==> src/rtl/v2a_isqrt.sv <==
// Pipelined integer square root, one root bit per stage, WORD_BITS stages.
// Standalone; no package use.
`timescale 1ns / 1ps

module v2a_isqrt #(
    parameter int WORD_BITS = 32
) (
    input  logic                   clk,
    input  logic                   en,
    input  logic [2*WORD_BITS-1:0] radicand,
    output logic [WORD_BITS-1:0]   root
);

    localparam int W = WORD_BITS;

    logic [2*W-1:0] x_reg   [W];
    logic [W:0]     rem_reg [W];
    logic [W-1:0]   r_reg   [W];

    for (genvar k = 0; k < W; k++)
    begin : g_step
        logic [2*W-1:0] x_in;
        logic [W:0]     rem_in;
        logic [W-1:0]   r_in;
        logic [W+2:0]   rem_sh;
        logic [W+2:0]   trial;
        logic [W+2:0]   rem_sub;
        logic           ge;

        if (k == 0)
        begin : g_first
            assign x_in   = radicand;
            assign rem_in = '0;
            assign r_in   = '0;
        end
        else
        begin : g_next
            assign x_in   = x_reg[k-1];
            assign rem_in = rem_reg[k-1];
            assign r_in   = r_reg[k-1];
        end

        // Bring down two radicand bits, try 4r+1
        always_comb
        begin
            rem_sh  = {rem_in, x_in[2*W-1 -: 2]};
            trial   = {1'b0, r_in, 2'b01};
            ge      = (rem_sh >= trial);
            rem_sub = rem_sh - trial;
        end

        always_ff @(posedge clk)
        begin
            if (en)
            begin
                x_reg[k]   <= x_in << 2;
                rem_reg[k] <= ge ? rem_sub[W:0] : rem_sh[W:0];
                r_reg[k]   <= {r_in[W-2:0], ge};
            end
        end
    end

    assign root = r_reg[W-1];

endmodule

==> config.mk <==
export PLATFORM = sky130hd
export DESIGN_NAME = v2a_isqrt
export DESIGN_NICKNAME = d
export VERILOG_FILES = /design/src/rtl/v2a_isqrt.sv
export SDC_FILE = /design/constraint.sdc
export NUM_CORES = 2
export LEC_CHECK = 0
export BUFFER_PORTS_ARGS = -buffer_cell sky130_fd_sc_hd__buf_2
export CORE_MARGIN = 2
export CORE_UTILIZATION = 40
export CTS_CLUSTER_SIZE = 20
export DETAILED_ROUTE_END_ITERATION = 7
export GPL_ROUTABILITY_DRIVEN = 1
export SLEW_MARGIN = 20
export SYNTH_ARGS = -nofsm -noshare
export SYNTH_HDL_FRONTEND = slang
export SYNTH_MEMORY_MAX_BITS = 65536
export SYNTH_SLANG_ARGS = --single-unit
==> constraint.sdc <==
create_clock -name clk -period 11.29 [get_ports clk]
set_input_delay 0.5645 -clock clk [delete_from_list [all_inputs] [get_ports clk]]
set_output_delay 0.5645 -clock clk [all_outputs]
set_load 0.005 [all_outputs]
**Word-level counts from Yosys, hierarchy flattened**

Memories as Yosys holds them, arrays and structs flattened.
Index checks and enable logic that the tools add are counted.

- $add $sub $neg: 32
- Magnitude comparators: 32
- Mux-type cells: 34

Operator list:

| kind | count |
|---|---|
| $ge A35 B34 Y1 | 31 |
| $mux W33 | 32 |
| $sub A33 B33 Y33 | 31 |
| $sub A2 B1 Y3 const B | 1 |
| $ge A2 B1 Y1 const B | 1 |
| $mux W1 | 2 |

- Bits in registers: 0
- RAM bits: 4,064
- Input bits: 66
- Output and inout port bits: 32
- Memories: 3

Memory list:

| memory | words | bits a word | read ports | clocked after memory_dff | wr ports | RTL line | RTL |
|---|---|---|---|---|---|---|---|
| x_reg | 32 | 62 | 31 | 0 | 32 | 16 | `logic [2*W-1:0] x_reg [W];` |
| rem_reg | 32 | 33 | 31 | 0 | 32 | 17 | `logic [W:0] rem_reg [W];` |
| r_reg | 32 | 32 | 32 | 0 | 32 | 18 | `logic [W-1:0] r_reg [W];` |

**Longest topological paths before layout**

An unclocked memory read counts as a cell.

- Depth after elaboration: 3
- Mapped depth: 15

**Worst setup path before layout**

OpenSTA, ideal clock, no wires.

- Path type: reg-to-reg
- Start point: mem rem_reg[1][267] in the netlist's numbering
- End point: mem rem_reg[1][326] in the netlist's numbering, data pin
- Setup time: 0.264 ns
- Data arrival time: 3.276 ns
- Setup slack: 7.750 ns
- Cell stages (with the launch flop): 12
- Path buffers: 0
- Clock period less this slack: 3.540 ns
- Path through: edfxtp_1 ha_1 a21oi_1 o21ai_0 nand4b_1 a41o_1 a221o_1 a221o_1 a2111oi_2 nand4bb_1 a31oi_1 xor2_1

RTL lines:

| element | RTL line |
|---|---|
| from (decl) | 17 |

==> metrics.txt <==
maximum count of clock buffers along a single path=4; area of the core region=288000 um^2; post-CTS setup buffer count=0; met1 Usage GRT=20.5%; global-route wire length before repair=376000 um; worst-skew pair later-pin latency=0.88 ns; average cell area after synthesis=12.9 um^2; largest net degree at the start of global routing=196; compound-cell area share of the yosys netlist=9.43%; Die W=roughly 540 um; initial antenna violation count=3; Post-DRT Antenna Nets=0; Post-Place Cell Area=around 120000 um^2; clock net sink count=2495; chain of cells forming the critical path=ha_1 > nor3_1 > a2111oi_0 > nor4_1 > o32ai_1 > a221o_1 > nand2_1 > o21a_1 > clkinv_1 > nand2b_1 > nor4_1 > xor2_1; worst-path fanout max=27; maximum resistive drop on vdd=0.000147 V; sum of net half-perimeters after detailed placement=~170000 um; Post-Syn Nets=between 9000 and 10000; max_slew headroom=about a quarter; Net Switching=7.48 mW; CP max stage cell=clkinv_1; cell types occupying the most area after synthesis=edfxtp_1 (65%), ha_1 (6.1%), xnor2_1 (3.0%); R2R cell count=12; post-synthesis xor/xnor area fraction=about 6%; accumulated negative setup slack=0 ns; global-route met3 utilization=between 1.5 and 2%; number of optimization iterations in the first detailed-route pass=8; CTS tree=done; number of warnings printed during yosys synthesis=0; count of final setup violators=0; Port Buf Inserts=97; 1st-iter DRT viols=~5000; flip-flop count of the largest register, all copies and words added=992; dpl ws=6.10 ns; DIE HEIGHT=543 um; number of levels the H-tree was split into=5; maximum clock rate=slightly below 0.2 GHz; per-cell routed wire length=approximately 18 um; via total after detailed routing=about 70000; combinational power share=19.3%; simple-gate share of the synthesized area=10.3%; unrepaired setup endpoints after global routing=no; final count of pins violating max slew=0; Die Outline Area=294000 um^2; fraction of the yosys area taken by sequential cells=64.6%; switching portion of total power=27.9%; DRC Markers=0; dominant synthesized flop cell=edfxtp_1; asr flop ratio synth=0%; HP Start=en; EDFF count, synth=between 2000 and 2500; clock power share=34.2%; number of endpoints with negative hold slack in the final report=0; slew of the pin with the lowest slew margin=1.13 ns; commonest non-fill, non-tap cells in the layout=edfxtp_1 (2495), inv_1 (702), nor2_1 (631); average vias per placed instance=5.21; final-layout fill cell count=25600; endpoint arrival time on the critical path=between 5 and 6 ns; initial core utilization=40.2%; Worst Setup Slack, final=about 6 ns; Post-Syn Instances=around 9000; GRT Max-Usage Layer=met2; kind of start point of the critical path=register; cell repeated most along the worst path=nor4_1; GPL Wtd Cong=0.895; Post-Synthesis Cell Area=roughly 120000 um^2; Worst Clk Skew=~0.07 ns; adder-cell share of the synthesized area=6.05%; run status=complete, no violations; leakage power total=49.5 nW; area grow syn2layout=13.0%; Layout Nets=9938; critical register-to-register path startpoint=rem_reg[1][166]$_DFFE_PP_; min-delay worst type=input pin to register; leftover overflow at the end of global routing=0; main combinational cell family by area after synthesis=simple AND/OR/NAND/NOR gates; Critical Path End Type=register; fraction of layout instances using a drive strength above 1=7.43%; area occupied by multi-input gates=37900 um^2; clock tree root buffer cell=clkbuf_16; final standard cell count with taps included and fillers excluded=~13000; stage delay of the slowest cell on the critical path=~0.96 ns; first element of the critical path=rem_reg[1][166]$_DFFE_PP_; total internal power=between 15 and 20 mW; slack of the worst reg-to-reg path=6.15 ns; count of unique library cells instantiated by Yosys=92; Max-Cap Viols=0; Clock transition at path regs=0.06 ns; path type of the worst setup path=register to register; cell type contributing the most total cell area after synthesis=edfxtp_1; most frequent standard cell in the layout excluding fill and tap cells=edfxtp_1; sequential power share=46.5%; met2 layer usage reported by global route=27.7%; GRT Total Usage=15.9%; total of flip-flops plus latches after synthesis=2495; DP Cell Count=12700; core occupancy in the finished layout=a little under half; number of buffers created by CTS=282; storage element area=74900 um^2; Non-Filler Cell Area, Final=approximately 130000 um^2; final WL=about 240000 um; area fraction of the dominant cell type after synthesis=~65%; period utilisation layout=45.6%; via count of the first global-routing pass=68700; critical path data required time=11.90 ns; number of primary I/O pins=98; share of synthesized area spent on multiplexers=0.806%; number of cell rows=197; total chip power=roughly 27 mW; power density over the cells=205 nW/um^2; number of instances on the worst hold path=1; final-layout worst hold slack=0.217 ns; Tmin final=5.14 ns
[cell families (layout without fill, tap and decap cells)]
kind of cell	after synthesis	count (layout)
compound gates	1765	1765
xor+xnor	786	786
fa+ha+maj	561	561
buf+inv	879	1419
flops	2495	2495
mux	85	85
other cells	1	3
simple gates	2424	2424
[power by group through the flow]
stage                     clock network [mW]  logic (mW)  registers (mW)
after floorplan                            0        3.87            12.3
after global placement                     0        5.05            12.7
after detailed placement                   0        5.12            12.7
after CTS                               9.47        5.18            12.5
after global routing                    9.81        5.82            12.6
final                                   9.17        5.18            12.5
[layout make-up]
class | instances | share of cell area [%]
flip-flops and latches | 2495 | 57.2
diodes | 2 | 0.00382
clock buffers | 341 | 5.63
well taps | 3781 | 3.61
clock inverters | 168 | 1.44
multi-input cells | 5622 | 28.9
repair buffers | 204 | 1.21
inverters | 706 | 2.02
[synth_stat cells (all sizes together), types with 36 or more instances]
cell type,instances
nor4,100
nand2,601
nand4,84
inv,704
ha,561
a21oi,530
nor3,242
o21ai,462
o31ai,65
xnor2,400
mux2,67
o211ai,36
and3,42
a21o,206
edfxtp,2495
or4,58
or3,98
clkbuf,148
o21a,109
or2,48
nand2b,129
o21bai,50
nor2,632
a31oi,60
nand3,143
nor2b,104
xor2,386
[worst max-delay path: cells and delay by family (launching register included)]
kind	cells	cell delay, ns
compound gates	4	1.56
buf+inv	1	0.96
xor+xnor	1	0.16
fa+ha+maj	1	0.38
flops	1	0.39
simple gates	5	1.46
[repair_timing]
item / in CTS / in global routing
hold endpoints to repair: 65 / 0
resized for setup: 0 / 0
hold buffers: 65 / 0
[path summary, 6_finish.rpt]
| path | end |
|---|---|
| worst max-delay path | rem_reg[1][224]$_DFFE_PP_ |
| worst min-delay path | x_reg[0][3]$_DFFE_PP_ |
| worst max register to register | rem_reg[1][224]$_DFFE_PP_ |
| worst min register to register | x_reg[0][908]$_DFFE_PP_ |
[layer usage]
layer	routed length [um]	up-vias
met5	13	-
met4	7860	2
met3	9340	459
met2	117000	1425
met1	104000	33700
li1	-	33900
Note: power is estimated with default switching activity, not from simulation.
