## src/rtl/v2a_pkg.sv

```systemverilog
// Shared types and constants of the 2D vector ALU.
// No dependencies; the lane, top level and checker refer to it by scoped names.
`timescale 1ns / 1ps

package v2a_pkg;

    // Port field geometry
    localparam int FIELD_BITS    = 32;
    localparam int IN_DATA_BITS  = 4 * FIELD_BITS;
    localparam int IN_USER_BITS  = 3;
    localparam int OUT_DATA_BITS = 3 * FIELD_BITS;
    localparam int OUT_USER_BITS = 2;
    localparam int OUT_DZ_BIT    = 0;
    localparam int OUT_SAT_BIT   = 1;

    // Operation codes
    typedef enum logic [2:0] {
        CMD_ADD  = 3'd0,
        CMD_SUB  = 3'd1,
        CMD_MUL  = 3'd2,
        CMD_DIV  = 3'd3,
        CMD_NEG  = 3'd4,
        CMD_DOT  = 3'd5,
        CMD_LEN  = 3'd6,
        CMD_NORM = 3'd7
    } cmd_t;

    // Stage control: valid bit and operation
    typedef struct packed {
        logic valid;
        cmd_t cmd;
    } ctrl_t;

endpackage

```

## src/rtl/v2a_lane.sv

```systemverilog
// One component lane: magnitudes, products, squares and saturated add/sub/negate.
// Depends on v2a_pkg for the operation codes.
`timescale 1ns / 1ps

module v2a_lane #(
    parameter int WORD_BITS = 32
) (
    input  logic                     clk,
    input  logic                     en,
    input  v2a_pkg::cmd_t            cmd,
    input  logic [WORD_BITS-1:0]     a,
    input  logic [WORD_BITS-1:0]     b,
    output logic [WORD_BITS-1:0]     mag_a,
    output logic [WORD_BITS-1:0]     mag_b,
    output logic                     neg_a,
    output logic                     neg_b,
    output logic [2*WORD_BITS-1:0]   prod,
    output logic [2*WORD_BITS-1:0]   sq,
    output logic [WORD_BITS-1:0]     lin_res,
    output logic                     lin_sat
);

    localparam int W = WORD_BITS;
    localparam logic [W-1:0] MIN_VAL = {1'b1, {(W-1){1'b0}}};
    localparam logic [W-1:0] MAX_VAL = ~MIN_VAL;

    logic [W-1:0]   ma_c;
    logic [W-1:0]   mb_c;
    logic [W:0]     a_ext;
    logic [W:0]     b_ext;
    logic [W:0]     lin_c;
    logic           ovf_c;
    logic [W-1:0]   lin_res_c;

    logic [W-1:0]   mag_a_reg;
    logic [W-1:0]   mag_b_reg;
    logic           neg_a_reg;
    logic           neg_b_reg;
    logic [2*W-1:0] prod_reg;
    logic [2*W-1:0] sq_reg;
    logic [W-1:0]   lin_res_reg;
    logic           lin_sat_reg;

    // Magnitudes; the most negative word maps to 2^(W-1)
    always_comb
    begin
        ma_c  = a[W-1] ? (~a + 1'b1) : a;
        mb_c  = b[W-1] ? (~b + 1'b1) : b;
        a_ext = {a[W-1], a};
        b_ext = {b[W-1], b};
    end

    // Add, subtract, negate one bit wider, then clamp on overflow
    always_comb
    begin
        case (cmd)
            v2a_pkg::CMD_ADD: lin_c = a_ext + b_ext;
            v2a_pkg::CMD_SUB: lin_c = a_ext - b_ext;
            v2a_pkg::CMD_NEG: lin_c = ~a_ext + 1'b1;
            default:          lin_c = '0;
        endcase
        ovf_c     = lin_c[W] ^ lin_c[W-1];
        lin_res_c = ovf_c ? (lin_c[W] ? MIN_VAL : MAX_VAL) : lin_c[W-1:0];
    end

    // Lane registers
    always_ff @(posedge clk)
    begin
        if (en)
        begin
            mag_a_reg   <= ma_c;
            mag_b_reg   <= mb_c;
            neg_a_reg   <= a[W-1];
            neg_b_reg   <= b[W-1];
            prod_reg    <= (2*W)'(ma_c) * (2*W)'(mb_c);
            sq_reg      <= (2*W)'(ma_c) * (2*W)'(ma_c);
            lin_res_reg <= lin_res_c;
            lin_sat_reg <= ovf_c;
        end
    end

    assign mag_a   = mag_a_reg;
    assign mag_b   = mag_b_reg;
    assign neg_a   = neg_a_reg;
    assign neg_b   = neg_b_reg;
    assign prod    = prod_reg;
    assign sq      = sq_reg;
    assign lin_res = lin_res_reg;
    assign lin_sat = lin_sat_reg;

endmodule

```

## config.mk

```make
export PLATFORM = sky130hd
export DESIGN_NAME = v2a_lane
export DESIGN_NICKNAME = d
export VERILOG_FILES = /design/src/rtl/v2a_pkg.sv /design/src/rtl/v2a_lane.sv
export SDC_FILE = /design/constraint.sdc
export NUM_CORES = 2
export LEC_CHECK = 0
export BUFFER_PORTS_ARGS = -buffer_cell sky130_fd_sc_hd__buf_2
export CAP_MARGIN = 0
export CELL_PAD_IN_SITES_DETAIL_PLACEMENT = 1
export CELL_PAD_IN_SITES_GLOBAL_PLACEMENT = 1
export CORE_MARGIN = 10
export CORE_UTILIZATION = 40
export CTS_CLUSTER_DIAMETER = 60
export DETAILED_ROUTE_END_ITERATION = 10
export PLACE_DENSITY_LB_ADDON = 0.1
export SYNTH_ARGS = -nofsm -noshare
export SYNTH_HDL_FRONTEND = slang
export SYNTH_SLANG_ARGS = --single-unit
```

## constraint.sdc

```tcl
create_clock -name clk -period 31.6 [get_ports clk]
set_clock_uncertainty 0.05 [all_clocks]
set_input_delay 1.58 -clock clk [delete_from_list [all_inputs] [get_ports clk]]
set_output_delay 1.58 -clock clk [all_outputs]
set_load 0.01 [all_outputs]
```

; ---- Word level (Yosys, flattened, before mapping)
; Index checks and enable logic that the tools add are counted.
[word_totals]
register_bits = 227
latchBits = 0
ramBits = 0
romBits = 0
input_bits = 69
word_cells = 27
n_memories = 0
[op_classes]
addsub = 5
mul = 2
n_div = 0
order_cmp = 0
n_eq_ne = 2
shifts = 0
mux = 5
bitwise_logic = 4
n_reduce_logical = 1
[op_table]
columns = cell, n
row1 = $mul A32 B32 Y64, 2
row2 = $mux W32, 4
row3 = $pmux W33 S3, 1
row4 = $add A32 B1 Y32 const B, 2
row5 = $not A32 Y32, 2
row6 = $add A32 B32 Y33, 1
row7 = $add A33 B1 Y33 const B, 1
row8 = $not A33 Y33, 1
row9 = $sub A32 B32 Y33, 1
row10 = $eq A3 B1 Y1 const B, 1
row11 = $eq A3 B3 Y1 const B, 1
row12 = $logic_not A3 Y1, 1
row13 = $xor A1 B1 Y1, 1

; ---- Depth between registers and ports, before layout
[logic_depth]
word_depth = 5
depth_mapped = 40
depth_no_buf = 37

; ---- Worst setup path after synthesis
; Ideal clock, no wire load.
[synth_timing]
kind = input port to flip-flop
start = input a[0]
end = register prod_reg[61], in the netlist prod[61] (data pin)
t_arrival_ns = 11.269
required_ns = 31.292
setup_slack_ns = 20.023
cell_stages = 38
path_buffers = 4
path_cell_list = buf_2 clkinv_1 clkbuf_1 ha_1 nor3b_1 nand4_1 nor4_1 nand2_1 o21ai_0 xor2_1 inv_1 clkbuf_1 buf_1 nand2_1 fa_1 inv_1 fa_1 fa_1 [2 not listed] inv_1 fa_1 fa_1 fa_1 inv_1 fa_1 inv_1 ha_1 nand4_1 nor3_1 nand3_1 o211ai_1 o21ba_2 o21ai_0 a31oi_1 o31a_1 a311o_1 xnor2_1
[synth_via]
elab_chain_cells = 4
[synth_rtl]
columns = item, line_no
row1 = "start, declared", v2a_lane.sv:11  ; input logic [WORD_BITS-1:0] a,
row2 = $not A32 Y32, v2a_lane.sv:47  ; ma_c = a[W-1] ? (~a + 1'b1) : a;
row3 = $add A32 B1 Y32, v2a_lane.sv:47
row4 = $mux W32, v2a_lane.sv:47
row5 = via ma_c[30], v2a_lane.sv:27  ; logic [W-1:0] ma_c;
row6 = $mul A32 B32 Y64, v2a_lane.sv:75  ; prod_reg <= (2*W)'(ma_c) * (2*W)'(mb_c);
row7 = "end signal, assigned", v2a_lane.sv:75
row8 = "end, declared", v2a_lane.sv:39  ; logic [2*W-1:0] prod_reg;
; The timed path passes the listed nets, and every way through them passes these cells.
; A chain may end at the register's enable or synchronous reset.

; ---- Worst setup path in the final report
[layout_timing]
start = input a[0]
end = register sq_reg[56], in the netlist sq[56] (data pin)
[layout_via]
elab_chain_cells = 4
[layout_rtl]
columns = item, line_no
row1 = $not A32 Y32, v2a_lane.sv:47
row2 = $add A32 B1 Y32, v2a_lane.sv:47
row3 = $mux W32 *, v2a_lane.sv:47
row4 = $mul A32 B32 Y64 *, v2a_lane.sv:76  ; sq_reg <= (2*W)'(ma_c) * (2*W)'(ma_c);
row5 = "end signal, assigned", v2a_lane.sv:76
row6 = "end, declared", v2a_lane.sv:40  ; logic [2*W-1:0] sq_reg;
; Every way passes the cells marked *; elsewhere a longest branch is shown, timed or not.

==> summary by stage <==
Worst setup path
Following the worst setup path forward leads to its endpoint at sq[56]. By instance count, the cell type seen most on the critical path is sky130_fd_sc_hd__fa_1. At the worst endpoint, the arrival time is 13930 ps. The slowest cell on the critical path is sky130_fd_sc_hd__a2111oi_0. STA classifies the critical path startpoint as a primary input. The capturing element type of the critical path is a register.

Of all nets on the critical path, the largest fanout is 20. At the worst endpoint, the required time is 31960 ps. Tracing the worst setup path back leads to its startpoint at a[0]. The delay of the slowest cell on the worst path is 700 ps. The kind of critical path is in2reg.

Drt
The number of nets with antenna violations after detailed routing is 0. The number of iterations in the first detailed-routing pass is 5. The routed layout has 54400 vias. After detailed routing, the average wire length per cell comes to 25.2 µm.

The wire length reported by the detailed router is 258000 µm. After the first detailed-routing iteration, the DRC count stood at 3169. In the routed design, unresolved DRC markers number 0.

After detailed routing, the number of vias per cell comes to 5.30.

Global route
Entering global routing, the biggest net connects 66 pins. Global routing finished with a remaining overflow of 0. The all-layer global routing usage is 26.6%. The number of global-route vias before repair is 62000.

The number of antenna violations at the first check in global routing is 11. The wire length of the first global-routing pass is 395000 µm.

Clock network
TritonCTS created 40 clock buffers. The quantity of hold-fixing buffers added after cts is 0. Gates resized during post-CTS repair numbered 0. The tree is rooted in a sky130_fd_sc_hd__clkbuf_16.

The clock sink count is 225. No sink is reached through more buffers than the 3 on the longest clock path. Clock-pin slew was measured on the worst setup and hold paths at 50 ps. The number of setup buffers added after CTS is 0. TritonCTS built the clock tree. CTS built an H-tree with a depth of 2.

Finish
The area overhead of the layout relative to synthesis is 7.88%. Leaving out fill and tap cells, the most frequent cell in the layout is sky130_fd_sc_hd__inv_1. Leaving out fill and tap cells, the most frequent cells in the layout are sky130_fd_sc_hd__inv_1, sky130_fd_sc_hd__fa_1, sky130_fd_sc_hd__nand2_1, sky130_fd_sc_hd__nor2_1, sky130_fd_sc_hd__ha_1. After the last flow step, the layout net total stands at 10200.

The number of flip-flops in the largest register is 64. Measured on the finished design, the core utilization comes to 43.4%. The ratio of cells with drive above 1 in the final layout is 7.39%.

Timing
Setup repair after global routing left no endpoint under its margin. Across all hold checks on the routed design, the worst slack comes to 1340 ps. At the pin with the least slew margin, the transition time is 1060 ps. Based on the critical path, the design can be clocked at up to 73.7 MHz. The post-route setup TNS is 0 ps. The hold violation total from the final report was 0.

The setup slack after layout is 18030 ps. The final cycle utilization of the critical path is 42.9%. The count of final setup violators is 0. In this run the tightest slew margin relative to its limit is 28.8%.

The smallest clock period supported by the final layout is computed as 13570 ps. The final number of max-transition violations is 0.

Placed design
The number of buffers added on ports is 294. The HPWL after detailed placement is 202000 µm. Prior to clock tree synthesis, the placed netlist has a worst setup slack of 17540 ps. The final estimated routing congestion in global placement is 0.887.

Synth
Sequential elements use 9.40% of the synthesized area. Synthesis produced a netlist with a net count of 10100. The register bit count reported by yosys is 225. The post-synthesis cell area is 0.0719 mm². The number of different library cells used by synthesis comes to 84. The count of flip-flops with a built-in enable after synthesis is 225. The synthesized area divided by synthesized cell count is 9.24 µm². The Yosys warning count is 0. The most frequently used flop master after synthesis is sky130_fd_sc_hd__edfxtp_1. The area fraction of the dominant cell type after synthesis is 47.0%. Synthesis produced 7780 cells. For this run, asynchronously set or reset flops after synthesis account for 0%.

Yosys attributes the largest share of cell area to sky130_fd_sc_hd__fa_1, sky130_fd_sc_hd__ha_1, sky130_fd_sc_hd__inv_1. The top cell type by total area after synthesis is sky130_fd_sc_hd__fa_1.

Min path
The min-delay analysis places its worst path in the category in2reg. The instance count along the most critical hold path is 1. The startpoint of the worst hold path is en.

Floorplanning
The die span in y is 444 µm. The region available for standard cell placement spans 0.179 mm². The die covers 0.197 mm². The row count is 155. For this design the top-level I/O count stands at 296.

The die is 444 µm wide. The initial core utilization is 40.2%.

Run status
The flow ran to the end, and the final reports show no timing, DRC or antenna violations.

Run
The tool flagged a number of max-cap violations equal to 0.
==> logic make-up after synthesis <==
family	share of synthesized area, %
multiplexers	0.0574
AND/OR/NAND/NOR	12.1
buffers and inverters	11.9
adder cells (fa/ha/maj)	57.3
flip-flops	9.40
AO/OA/AOI/OAI	5.54
other	0.00522
XOR/XNOR	3.63
==> synthesized netlist by cell type (9+ instances only) <==
library cell               count
sky130_fd_sc_hd__o21bai_1     23
sky130_fd_sc_hd__or3_1        23
sky130_fd_sc_hd__maj3_1        9
sky130_fd_sc_hd__inv_2        18
sky130_fd_sc_hd__nor4_1       15
sky130_fd_sc_hd__nand2b_1     29
sky130_fd_sc_hd__nor3_1       37
sky130_fd_sc_hd__a211oi_1      9
sky130_fd_sc_hd__and3_1       28
sky130_fd_sc_hd__buf_1        42
sky130_fd_sc_hd__xnor2_1     136
sky130_fd_sc_hd__a31oi_1      25
sky130_fd_sc_hd__clkinv_1     22
sky130_fd_sc_hd__o211ai_1     11
sky130_fd_sc_hd__a221oi_1      9
sky130_fd_sc_hd__nand2_1     883
sky130_fd_sc_hd__edfxtp_1    225
sky130_fd_sc_hd__xor2_1      151
sky130_fd_sc_hd__o22ai_1      11
sky130_fd_sc_hd__o41ai_1       9
sky130_fd_sc_hd__and2_1       75
sky130_fd_sc_hd__clkbuf_1    304
sky130_fd_sc_hd__nor2b_1      24
sky130_fd_sc_hd__ha_1        583
sky130_fd_sc_hd__buf_2        15
sky130_fd_sc_hd__a21oi_1     182
sky130_fd_sc_hd__o31ai_1      17
sky130_fd_sc_hd__nand4_1      34
sky130_fd_sc_hd__inv_1      1859
sky130_fd_sc_hd__nor2_1      862
sky130_fd_sc_hd__a21o_1       92
sky130_fd_sc_hd__fa_1       1689
sky130_fd_sc_hd__or2_2        16
sky130_fd_sc_hd__a22oi_1      20
sky130_fd_sc_hd__o21a_1       24
sky130_fd_sc_hd__nand3_1      41
sky130_fd_sc_hd__o21ai_0     105
==> per-stage QoR <==
stage | area [µm²] | instances
4_1_cts | 77500 | 10300
6_report | 77500 | 10300
5_1_grt | 77500 | 10300
3_3_place_gp | 76300 | 10200
3_5_place_dp | 76300 | 10200
2_1_floorplan | 71900 | 7780
==> layout make-up <==
cell class	count	area [µm²]
diodes	2	5.00
clock buffers	46	1040
clock inverters	24	204
fillers	20600	101000
inverters	1899	7130
multi-input cells	5288	57100
flip-flops and latches	225	6760
well taps	2355	2950
repair buffers	416	2400
==> how the worst min path moves through the flow <==
stage	endpoint	slack, ps
6_report	sq[55]	1340
3_3_place_gp	lin_res[31]	1940
3_5_place_dp	prod[1]	1950
2_1_floorplan	mag_a[0]	1630
5_1_grt	sq[61]	1340
4_1_cts	sq[59]	1310
==> routing by layer <==
metal / vias to the layer above / GRT usage (%) / wire (µm)
li1: 23300 / - / -
met1: 29200 / 34.4 / 107000
met2: 1468 / 46.1 / 128000
met3: 372 / 3.24 / 13400
met4: 0 / 8.74 / 10100
met5: - / 0 / 0
==> critical path, delay by kind of cell <==
family          cells  cell delay, ps
xor+xnor            1             150
compound gates      5            1830
simple gates        9            3690
fa+ha+maj          10            4710
buf+inv             9            1910
Power is left out: the tool's default activity adds up to more than one toggle a clock period on the data nets, which glitch-free logic cannot reach.
